File: src/hdl/pfc_pkg.sv
`default_nettype none

package pfc_pkg;

    // letter codes and square geometry
    localparam logic [4:0] ALPHABET  = 5'd26;
    localparam logic [4:0] CELLS     = 5'd25;
    localparam logic [4:0] WALK_LAST = 5'd25;
    localparam logic [2:0] SIDE_LAST = 3'd4;
    localparam logic [4:0] LETTER_I  = 5'd8;
    localparam logic [4:0] LETTER_J  = 5'd9;

    // action codes
    localparam logic [1:0] ACT_KEY     = 2'd0;
    localparam logic [1:0] ACT_FINISH  = 2'd1;
    localparam logic [1:0] ACT_ENCRYPT = 2'd2;

    typedef logic [4:0] letter_t;

    typedef struct packed {
        logic [1:0] action;
        letter_t    key_letter;
        letter_t    first_letter;
        letter_t    second_letter;
    } pfc_in_t;

    typedef struct packed {
        letter_t cipher_first;
        letter_t cipher_second;
    } pfc_out_t;

    // row and column of a cell in the square
    typedef struct packed {
        logic [2:0] row;
        logic [2:0] col;
    } pfc_pos_t;

    typedef enum logic [1:0] {
        ST_IDLE,
        ST_FILL,
        ST_PAIR
    } pfc_state_t;

    // controller to datapath
    typedef struct packed {
        logic place_key;
        logic walk_start;
        logic walk_step;
        logic lookup;
        logic pair;
    } pfc_cmd_t;

    // datapath to controller
    typedef struct packed {
        logic ready;
        logic walk_last;
    } pfc_status_t;

endpackage

`default_nettype wire

File: src/hdl/pfc_ctrl.sv
`default_nettype none

module pfc_ctrl (
    input  wire logic                clk,
    input  wire logic                rst_n,
    input  wire logic                start,
    input  wire logic [1:0]          action,
    input  wire pfc_pkg::pfc_status_t status,
    output pfc_pkg::pfc_cmd_t        cmd,
    output logic                     busy,
    output logic                     done
);
    import pfc_pkg::*;

    pfc_state_t state_reg;
    pfc_state_t state_next;
    logic       done_reg;
    logic       done_next;
    logic       accept;

    assign accept = start && (state_reg == ST_IDLE);

    // state register and result strobe
    always_ff @(posedge clk or negedge rst_n)
    begin
        if (!rst_n)
        begin
            state_reg <= ST_IDLE;
            done_reg  <= 1'b0;
        end
        else
        begin
            state_reg <= state_next;
            done_reg  <= done_next;
        end
    end

    // next state
    always_comb
    begin
        state_next = state_reg;
        unique case (state_reg)
            ST_IDLE:
            begin
                if (accept && (action == ACT_FINISH) && !status.ready)
                    state_next = ST_FILL;
                else if (accept && (action == ACT_ENCRYPT) && status.ready)
                    state_next = ST_PAIR;
            end
            ST_FILL:
            begin
                if (status.walk_last)
                    state_next = ST_IDLE;
            end
            ST_PAIR:
            begin
                state_next = ST_IDLE;
            end
            default:
            begin
                state_next = ST_IDLE;
            end
        endcase
    end

    // outputs
    always_comb
    begin
        cmd       = '0;
        busy      = 1'b1;
        done_next = 1'b0;
        unique case (state_reg)
            ST_IDLE:
            begin
                busy           = 1'b0;
                cmd.place_key  = accept && (action == ACT_KEY) && !status.ready;
                cmd.walk_start = accept && (action == ACT_FINISH) && !status.ready;
                cmd.lookup     = accept && (action == ACT_ENCRYPT) && status.ready;
            end
            ST_FILL:
            begin
                cmd.walk_step = 1'b1;
            end
            ST_PAIR:
            begin
                cmd.pair  = 1'b1;
                done_next = 1'b1;
            end
            default:
            begin
                busy = 1'b0;
            end
        endcase
    end

    assign done = done_reg;

endmodule

`default_nettype wire

File: src/hdl/pfc_datapath.sv
`default_nettype none

module pfc_datapath (
    input  wire logic                 clk,
    input  wire logic                 rst_n,
    input  wire pfc_pkg::pfc_in_t     item,
    input  wire pfc_pkg::pfc_cmd_t    cmd,
    output pfc_pkg::pfc_status_t      status,
    output pfc_pkg::pfc_out_t         result
);
    import pfc_pkg::*;

    // key square in row-major order and letter-to-cell map (i and j share i's entry)
    letter_t  key_sq_mem [CELLS];
    pfc_pos_t cell_mem   [ALPHABET];

    logic [25:0] used_reg;
    logic [25:0] used_next;
    logic [4:0]  fill_reg;
    logic [4:0]  fill_next;
    pfc_pos_t    fpos_reg;
    pfc_pos_t    fpos_next;
    logic        ready_reg;
    logic        ready_next;
    logic [4:0]  walk_reg;
    logic [4:0]  walk_next;

    pfc_pos_t    cell1_reg;
    pfc_pos_t    cell2_reg;
    logic        zero1_reg;
    logic        zero2_reg;
    letter_t     ks1_reg;
    letter_t     ks2_reg;

    logic        place;
    letter_t     place_letter;
    logic [4:0]  place_addr;
    logic [4:0]  rd_addr1;
    logic [4:0]  rd_addr2;
    pfc_pos_t    pos1;
    pfc_pos_t    pos2;
    pfc_pos_t    out1;
    pfc_pos_t    out2;
    logic [4:0]  sq_addr1;
    logic [4:0]  sq_addr2;

    function automatic logic [4:0] map_addr(letter_t l);
        logic [4:0] a;
        if (l >= ALPHABET)
            a = 5'd0;
        else if (l == LETTER_J)
            a = LETTER_I;
        else
            a = l;
        return a;
    endfunction

    function automatic logic [2:0] inc5(logic [2:0] x);
        return (x >= SIDE_LAST) ? 3'd0 : 3'(x + 3'd1);
    endfunction

    function automatic logic [4:0] cell_index(pfc_pos_t p);
        return 5'({2'b00, p.row} * 5'd5) + {2'b00, p.col};
    endfunction

    // choose the letter to place, from a key item or the finish walk
    always_comb
    begin
        place_letter = cmd.walk_step ? walk_reg : item.key_letter;
        place = 1'b0;
        if (cmd.place_key)
            place = (item.key_letter < ALPHABET) && !used_reg[item.key_letter]
                    && (fill_reg < CELLS);
        else if (cmd.walk_step)
            place = !used_reg[walk_reg] && (fill_reg < CELLS);
        place_addr = map_addr(place_letter);
    end

    // square build bookkeeping
    always_comb
    begin
        used_next  = used_reg;
        fill_next  = fill_reg;
        fpos_next  = fpos_reg;
        ready_next = ready_reg;
        walk_next  = walk_reg;
        if (place)
        begin
            used_next[place_letter] = 1'b1;
            if ((place_letter == LETTER_I) || (place_letter == LETTER_J))
            begin
                used_next[LETTER_I] = 1'b1;
                used_next[LETTER_J] = 1'b1;
            end
            fill_next = 5'(fill_reg + 5'd1);
            if (fpos_reg.col >= SIDE_LAST)
            begin
                fpos_next.col = 3'd0;
                fpos_next.row = 3'(fpos_reg.row + 3'd1);
            end
            else
            begin
                fpos_next.col = 3'(fpos_reg.col + 3'd1);
            end
        end
        if (cmd.walk_start)
            walk_next = 5'd0;
        else if (cmd.walk_step)
            walk_next = 5'(walk_reg + 5'd1);
        if (cmd.walk_step && (walk_reg == WALK_LAST))
            ready_next = 1'b1;
    end

    always_ff @(posedge clk or negedge rst_n)
    begin
        if (!rst_n)
        begin
            used_reg  <= '0;
            fill_reg  <= '0;
            fpos_reg  <= '0;
            ready_reg <= 1'b0;
            walk_reg  <= '0;
        end
        else
        begin
            used_reg  <= used_next;
            fill_reg  <= fill_next;
            fpos_reg  <= fpos_next;
            ready_reg <= ready_next;
            walk_reg  <= walk_next;
        end
    end

    // letter-to-cell map, one write and two registered reads
    assign rd_addr1 = map_addr(item.first_letter);
    assign rd_addr2 = map_addr(item.second_letter);

    always_ff @(posedge clk)
    begin
        if (place)
            cell_mem[place_addr] <= fpos_reg;
        if (cmd.lookup)
        begin
            cell1_reg <= cell_mem[rd_addr1];
            cell2_reg <= cell_mem[rd_addr2];
            zero1_reg <= (item.first_letter >= ALPHABET);
            zero2_reg <= (item.second_letter >= ALPHABET);
        end
    end

    // playfair rules on the two positions
    always_comb
    begin
        pos1 = zero1_reg ? '0 : cell1_reg;
        pos2 = zero2_reg ? '0 : cell2_reg;
        if (pos1.row == pos2.row)
        begin
            out1 = '{row: pos1.row, col: inc5(pos1.col)};
            out2 = '{row: pos2.row, col: inc5(pos2.col)};
        end
        else if (pos1.col == pos2.col)
        begin
            out1 = '{row: inc5(pos1.row), col: pos1.col};
            out2 = '{row: inc5(pos2.row), col: pos2.col};
        end
        else
        begin
            out1 = '{row: pos1.row, col: pos2.col};
            out2 = '{row: pos2.row, col: pos1.col};
        end
        sq_addr1 = cell_index(out1);
        sq_addr2 = cell_index(out2);
    end

    // key square, one write and two registered reads
    always_ff @(posedge clk)
    begin
        if (place)
            key_sq_mem[fill_reg] <= place_letter;
        if (cmd.pair)
        begin
            ks1_reg <= key_sq_mem[sq_addr1];
            ks2_reg <= key_sq_mem[sq_addr2];
        end
    end

    assign status.ready         = ready_reg;
    assign status.walk_last     = (walk_reg == WALK_LAST);
    assign result.cipher_first  = ks1_reg;
    assign result.cipher_second = ks2_reg;

endmodule

`default_nettype wire

File: src/hdl/playfair_digraph_cipher.sv
// channel   signals              transfer when
// ------    -------------------  ------------------------------
// item      start, busy, item    start high and busy low
// result    done, result         done high (one cycle, no stall)
//
// key letter item: handled in the transfer cycle, busy stays low.
// finish item: a 26-letter walk, one letter per cycle.
// encrypt item: the result strobes after two registered memory reads in a row (cell
//   map, then key square); busy is high in between, and the next item can be taken
//   in the same cycle that the result shows.
// reset is asynchronous, active low, and clears the square state; no clearing pass.
// results cannot be held off; the result shows for exactly one cycle.
`default_nettype none

module playfair_digraph_cipher (
    input  wire logic             clk,
    input  wire logic             rst_n,
    input  wire logic             start,
    output logic                  busy,
    input  wire pfc_pkg::pfc_in_t item,
    output logic                  done,
    output pfc_pkg::pfc_out_t     result
);
    import pfc_pkg::*;

    pfc_cmd_t    cmd;
    pfc_status_t status;

    pfc_ctrl u_ctrl (
        .clk    (clk),
        .rst_n  (rst_n),
        .start  (start),
        .action (item.action),
        .status (status),
        .cmd    (cmd),
        .busy   (busy),
        .done   (done)
    );

    pfc_datapath u_datapath (
        .clk    (clk),
        .rst_n  (rst_n),
        .item   (item),
        .cmd    (cmd),
        .status (status),
        .result (result)
    );

endmodule

`default_nettype wire

File: config.mk
export PLATFORM = sky130hd
export DESIGN_NAME = playfair_digraph_cipher
export DESIGN_NICKNAME = d
export VERILOG_FILES = /design/src/hdl/pfc_pkg.sv /design/src/hdl/pfc_ctrl.sv /design/src/hdl/pfc_datapath.sv /design/src/hdl/playfair_digraph_cipher.sv
export SDC_FILE = /design/constraint.sdc
export NUM_CORES = 1
export LEC_CHECK = 0
export BUFFER_PORTS_ARGS = -buffer_cell sky130_fd_sc_hd__buf_4
export CAP_MARGIN = 40
export CORE_ASPECT_RATIO = 1.75
export CORE_MARGIN = 10
export CORE_UTILIZATION = 60
export DETAILED_ROUTE_END_ITERATION = 8
export MAX_ROUTING_LAYER = met4
export PLACE_DENSITY = 0.87
export SYNTH_ARGS = -nofsm -noshare
export SYNTH_HDL_FRONTEND = slang
export SYNTH_SLANG_ARGS = --single-unit
File: constraint.sdc
create_clock -name clk -period 5.9 [get_ports clk]
set_input_delay 0.59 -clock clk [delete_from_list [all_inputs] [get_ports clk]]
set_output_delay 0.59 -clock clk [all_outputs]
set_load 0.005 [all_outputs]
* Yosys cells after proc, flatten, opt, wreduce, memory -nomap -nowiden
Memory sizes are Yosys's and may differ from the RTL's. A register that Yosys moved wholly into a read port is not among the register bits. Cells that the tools add are included.
Storage, ports and cells: memories kept 2, register bits after elaboration 48, memory bits (writable) 281, logic and storage cells 114, output and inout port bits 12
Operators by class: $add $sub $neg 10, $lt $le $gt $ge 14, reductions and logical operators 22, bitwise operators 1, equal/unequal tests 13, $mul 2, multiplexer cells 40
Memory list:
- u_datapath.cell_mem | words 26, width 6, rd ports 2, clocked after memory_dff 2, write ports 1, line pfc_datapath.sv:15 | pfc_pos_t cell_mem [ALPHABET];
- u_datapath.key_sq_mem | words 25, width 5, rd ports 2, clocked after memory_dff 2, write ports 1, line pfc_datapath.sv:14 | letter_t key_sq_mem [CELLS];
Operators by type and width (number):
- $mux W5 | 9
- $mux W6 | 6
- $or A26 B26 Y26 | 1
- $eq A5 B4 Y1 const B | 4
- $add A3 B1 Y3 const B | 6
- $lt A5 B6 Y1 const B | 3
- $ge A3 B3 Y1 const B | 5
- $ge A5 B5 Y1 const B | 3
- $mux W3 | 5
- $logic_and A1 B1 Y1 | 12
- $mux W1 | 11
- $add A5 B1 Y5 const B | 2
- $add A5 B3 Y5 | 2
- $bmux W1 S5 | 2
- $lt A5 B5 Y1 const B | 2
- $mul A3 B3 Y5 const B | 2
- $mux W2 | 5
- $eq A3 B3 Y1 | 2
- $demux W1 S5 | 1
- $eq A5 B5 Y1 const B | 1
- $ge A5 B1 Y1 const B | 1
- $eq A2 B1 Y1 const B | 2
- $eq A2 B2 Y1 const B | 2
- $logic_not A2 Y1 | 2
- other kinds (8) | 11

* Depth between registers and ports, before layout
word-level depth 9, mapped depth 18, gate-level depth less buffers 14

* Modules after synthesis
Synthesis repeated with hierarchy kept, for this count alone.
Second synthesis, totals: cells, all modules 1249, area, all modules 18123.6 µm²
By module, submodules not included:
- pfc_datapath | sequential area each 10234.8 µm², area an instance 17899.7 µm², times used 1, cells an instance 1226
- pfc_ctrl | sequential area each 75.1 µm², area an instance 224.0 µm², times used 1, cells an instance 23

* Worst setup path after synthesis
Ideal clock, no wire load.
path kind register -> register, start point register u_datapath.zero1_reg, end point register u_datapath.ks2_reg[4], read port of u_datapath.key_sq_mem, data pin, cell stages (with the launch flop) 17, required time 5638 ps, path buffers 3, period minus slack after synthesis 5005 ps, slack 895 ps, data arrival time 4743 ps, library setup time 262 ps, path through edfxtp_1 > or4_1 > o22ai_1 > o21a_1 > nor2b_1 > clkbuf_1 > mux2_2 > ha_1 > ha_1 > inv_1 > fa_1 > clkbuf_1 > clkbuf_1 > mux4_2 > mux2i_1 > o21ai_0 > mux2_1
Between the ends: word-level cells in the longest chain between the ends 6, elaborated cells on any way between the ends 7, classes of those cells 1 x add/sub; 1 x mul; 2 x eq/ne; 3 x mux
Ends and longest elaborated chain:
- start: declaration | line pfc_datapath.sv:30 | logic zero1_reg;
- start signal: assignment | line pfc_datapath.sv:146 | zero1_reg <= (item.first_letter >= ALPHABET);
- $mux W6 * | line pfc_datapath.sv:154 | pos1 = zero1_reg ? '0 : cell1_reg;
- $eq A3 B3 Y1 | line pfc_datapath.sv:161 | else if (pos1.col == pos2.col)
- $mux W6 | line pfc_datapath.sv:161
- $mux W6 * | line pfc_datapath.sv:156 | if (pos1.row == pos2.row)
- $mul A3 B3 Y5 | line pfc_datapath.sv:63 | return 5'({2'b00, p.row} * 5'd5) + {2'b00, p.col};
- $add A5 B3 Y5 * | line pfc_datapath.sv:63
- end: declaration | line pfc_datapath.sv:33 | letter_t ks2_reg;
Mark *: on every way between the ends. The rest lies on a longest branch, timed or not. A chain may end at the register's enable or synchronous reset.

* Worst setup path in the final report
start point register u_datapath.zero1_reg, end point register u_datapath.ks1_reg[4], read port of u_datapath.key_sq_mem, data pin
Between the ends: word-level cells in the longest chain between the ends 7, elaborated cells on any way between the ends 13, classes of those cells 3 x add/sub; 1 x mul; 2 x order compare; 2 x eq/ne; 5 x mux
Ends and longest elaborated chain:
- $mux W6 * | line pfc_datapath.sv:154
- $add A3 B1 Y3 / $ge A3 B3 Y1 (equally long branches) | line pfc_datapath.sv:59 | return (x >= SIDE_LAST) ? 3'd0 : 3'(x + 3'd1);
- $mux W3 | line pfc_datapath.sv:59
- $mux W6 | line pfc_datapath.sv:161
- $mux W6 * | line pfc_datapath.sv:156
- $mul A3 B3 Y5 | line pfc_datapath.sv:63
- $add A5 B3 Y5 * | line pfc_datapath.sv:63
- end: declaration | line pfc_datapath.sv:32 | letter_t ks1_reg;
Marked as above.

==> impl_metrics.toml <==
[outcome]
run_status = "finished clean"

[grt]
antenna_violations_before_repair = 0
grt_first_pass_wirelength_um = 69500
global_route.usage.total_pct = 24.8
sum_of_overflow_across_all_layers_after_global_routing = 0
grt_max_degree = 53
first_global_vias = 11764

[placement]
place.port_buffers = 31
place_area_um2 = 18600
detailed_place_hpwl_um = 32200
routability_congestion_estimate = 0.965

[yosys]
synth_seq_area_share_pct = 57.4
synth_simple_gate_area_share_pct = 7.75
netlist-cell-type-count = 67
synth.ff_latch_count = 351
synthMuxAreaShare_pct = 19.7
mappedNetlistArea_um2 = 18000
yosysWarningCount = 0
synth_enable_flop_cells = 305
main_combinational_cell_family_by_area_after_synthesis = "multiplexers"
netlist_instances = 1198
synth-compound-area-share_pct = 8.83
synthAdderAreaFrac_pct = 2.45
post_synth_xor_area_fraction_pct = 1.11
synth_area_per_cell_um2 = 15.0
ys.flop_type = "edfxtp_1"
synth-async-reset-ratio_pct = 13.1

[sta]
relSlewSlack_pct = 34.3
max_freq_mhz = 184
final.hold.worst_slack_ns = 0.0168
finalSetupViolCount = 0
finalHoldViolations = 0
rsz0062_at_grt = "false"
finalWorstPathRequiredPeriod_ns = 5.44
slew_violations = 0
setup_total_negative_slack_ns = 0
worst_slew_pin_slew_ns = 0.985
fin_crit_sh_pct = 92.2
skew_ns = 0.0137

[clock_network]
tritoncts.num_buffers = 30
clk_pin_slew_worst_paths_ns = 0.08
tritoncts = "done"
post_cts.repair.setup_buffers = 0
cts_hold_buf = 0
clockBufferDepth = 3
clock_latency_on_the_worst_skew_pair_ns = 0.58
cell_at_the_root_of_the_clock_tree = "clkbuf_16"
post_cts_resized = 0
ctsHtreeMaxLevel = 1
cts_num_sinks = 351

[pwr]
p_total_w = 0.00733
ir_drop_mv = 0.271
total_leakage_power_nw = 7.07
power.combinational.fraction_pct = 24.7
sequential_share_of_power_pct = 47.6
pwr-share-clk_pct = 27.7
power_per_cell_area_nw_per_um2 = 373
cellInternalPower_w = 0.00505
switchingPower_w = 0.00228
switching_share_pct = 31.1

[setup_path]
critical_path_required_ns = 6.22
worst_r2r_startpoint = "u_datapath.zero1_reg"
timing.reg2reg.worst_path_depth = 13
critPathArrivalTime_ns = 5.76
timing.reg2reg.setup_slack_ns = 0.46
worstPathMaxFanout = 30
worstSetupPathType = "reg2reg"
worstReg2RegEnd = "u_datapath.ks1_reg[4]"
worst_setup_path_end_kind = "flop"
sort_of_element_at_the_start_of_the_critical_path = "flop"

[die]
placement_rows = 83
die-width_um = 151
area_of_the_die_um2 = 37500
initial_core_util_pct = 60.9
num_io_pins = 32
coreArea_um2 = 29500
vert_die_dim_um = 249

[route]
detail_route.iter0.violations = 1020
drc = 0
routed_via_density = 7.03
wl_per_cell_um = 28.0
route.final.wire_length_um = 45300
detailedRoute.firstPassIterationCount = 6
routed-via-count = 11373
antenna_violating_nets_post_route = 0

[run]
max_cap_viol_count = 0

[min_path]
timing.hold.worst.class = "in2async"

[finish]
flip_flop_count_of_the_largest_register_after_layout = 156
finalInstanceArea_um2 = 19600
antenna-diode-count = 0
post_route_cells_drive_above_1_share_pct = 22.7
finalNetCount = 1266
area.growth.synth_to_final_pct = 9.35
[layout make-up]
cell class	instances	area (µm²)
sequential	351	10300
fill	1986	9850
multi-input combinational	744	7200
clock buffer	36	825
timing repair buffer	56	522
tap	382	478
clock inverter	20	200
inverter	29	109
[stage by stage]
stage / cells / util [%] / setup WS [ns]
final: 1618 / 66.6 / 0.462
after floorplan: 1203 / - / 0.895
after global routing: 1618 / 66.6 / 0.149
after CTS: 1617 / 66.5 / 0.464
after global placement: 1550 / 62.5 / 0.631
after detailed placement: 1561 / 63.0 / 0.515
[routing by layer]
metal | share of wire (%) | global-route usage (%) | vias to the layer above
li1 | - | - | 4839
met1 | 32 | 25.4 | 5766
met2 | 55 | 43.8 | 612
met3 | 6.1 | 3.27 | 156
met4 | 6.2 | 14.1 | 0
met5 | 0 | - | -
[power groups by stage]
stage                     logic [W]  clock network, W  registers (W)
after floorplan             0.00128                 0        0.00340
after global placement      0.00154                 0        0.00358
after detailed placement    0.00172                 0        0.00355
after CTS                   0.00173           0.00205        0.00350
after global routing        0.00193           0.00215        0.00351
final                       0.00181           0.00203        0.00349
[worst max-delay path: stages, from the launching register on]
cell      delay, ns
edfxtp_1       0.54
or4_1          0.56
o22ai_1        0.25
o21a_1         0.21
nor2b_1        0.48
mux2_2         0.40
ha_1           0.29
ha_1           0.31
inv_1          0.07
fa_1           0.53
buf_4          0.37
mux4_2         0.39
mux4_2         0.47
mux2_2         0.28
[layout by cell type, fill, tap and decap left out, drive strengths merged, types with 6 or more instances in the layout]
master	count
and3	39
o211ai	8
a31o	17
a211o	12
mux4	117
clkbuf	36
inv	32
nand3	17
xnor2	15
a31oi	15
edfxtp	305
and2	9
a41o	10
dfrtp	46
nand4	7
o21ai	45
nand2	80
a21boi	9
clkinv	9
a211oi	9
mux2	27
xor2	6
nor2b	25
a32oi	13
buf	56
a221oi	12
ha	32
and4	10
a22o	13
a21oi	19
nand2b	14
conb	6
a311oi	8
nor3	10
nor2	39
mux2i	59
[cells by family after synthesis]
| group | Yosys count |
|---|---|
| DFF | 351 |
| and+or+nand+nor | 264 |
| AOI/OAI and AO/OA | 216 |
| muxes | 203 |
| buffers and inverters | 108 |
| adders and majority gates | 34 |
| xor gates and xnor gates | 21 |
| other | 1 |
[how the worst max path moves through the flow]
stage / start / endpoint / slack, ns / depth (start not counted)
final: u_datapath.zero1_reg / u_datapath.ks1_reg[4] / 0.46 / 13
after global placement: u_datapath.zero1_reg / u_datapath.ks2_reg[4] / 0.63 / 13
after CTS: u_datapath.zero1_reg / u_datapath.ks1_reg[4] / 0.46 / 13
after floorplan: u_datapath.zero1_reg / u_datapath.ks2_reg[4] / 0.89 / 16
after global routing: u_datapath.zero1_reg / u_datapath.ks2_reg[0] / 0.15 / 13
after detailed placement: u_datapath.zero1_reg / u_datapath.ks2_reg[4] / 0.51 / 13
[cells in the mapped netlist, types with 3 or more instances]
cell / n / area [µm²]
buf_4: 3 / 22.5
o21bai_1: 5 / 37.5
buf_1: 9 / 33.8
nor2_1: 38 / 143
a211o_1: 12 / 105
mux2i_1: 59 / 591
mux2_2: 25 / 282
edfxtp_1: 305 / 9160
buf_6: 7 / 78.8
xnor2_1: 13 / 114
a41o_1: 10 / 100
nand2_1: 78 / 293
nor2b_1: 25 / 156
o21a_1: 5 / 37.5
a31oi_1: 15 / 93.8
ha_1: 32 / 400
and2_1: 7 / 43.8
buf_2: 18 / 90.1
mux4_2: 115 / 2590
o211ai_1: 8 / 60.1
nand3_1: 17 / 85.1
a22oi_1: 5 / 37.5
a211oi_1: 9 / 67.6
nor3_1: 10 / 50.1
a311oi_1: 8 / 70.1
a32oi_1: 11 / 96.3
a21o_1: 4 / 30.0
xor2_1: 6 / 52.6
and3_1: 38 / 238
o21ai_0: 43 / 215
dfrtp_1: 46 / 1150
inv_1: 29 / 109
a221oi_1: 12 / 105
nor3b_1: 3 / 22.5
a22o_1: 13 / 114
and4_1: 10 / 87.6
a21boi_0: 9 / 67.6
a21oi_1: 19 / 95.1
nand4_1: 7 / 43.8
clkbuf_1: 42 / 158
nand2b_1: 14 / 87.6
or2_2: 3 / 18.8
a31o_2: 17 / 149
Note: power is estimated with default switching activity, not from simulation.
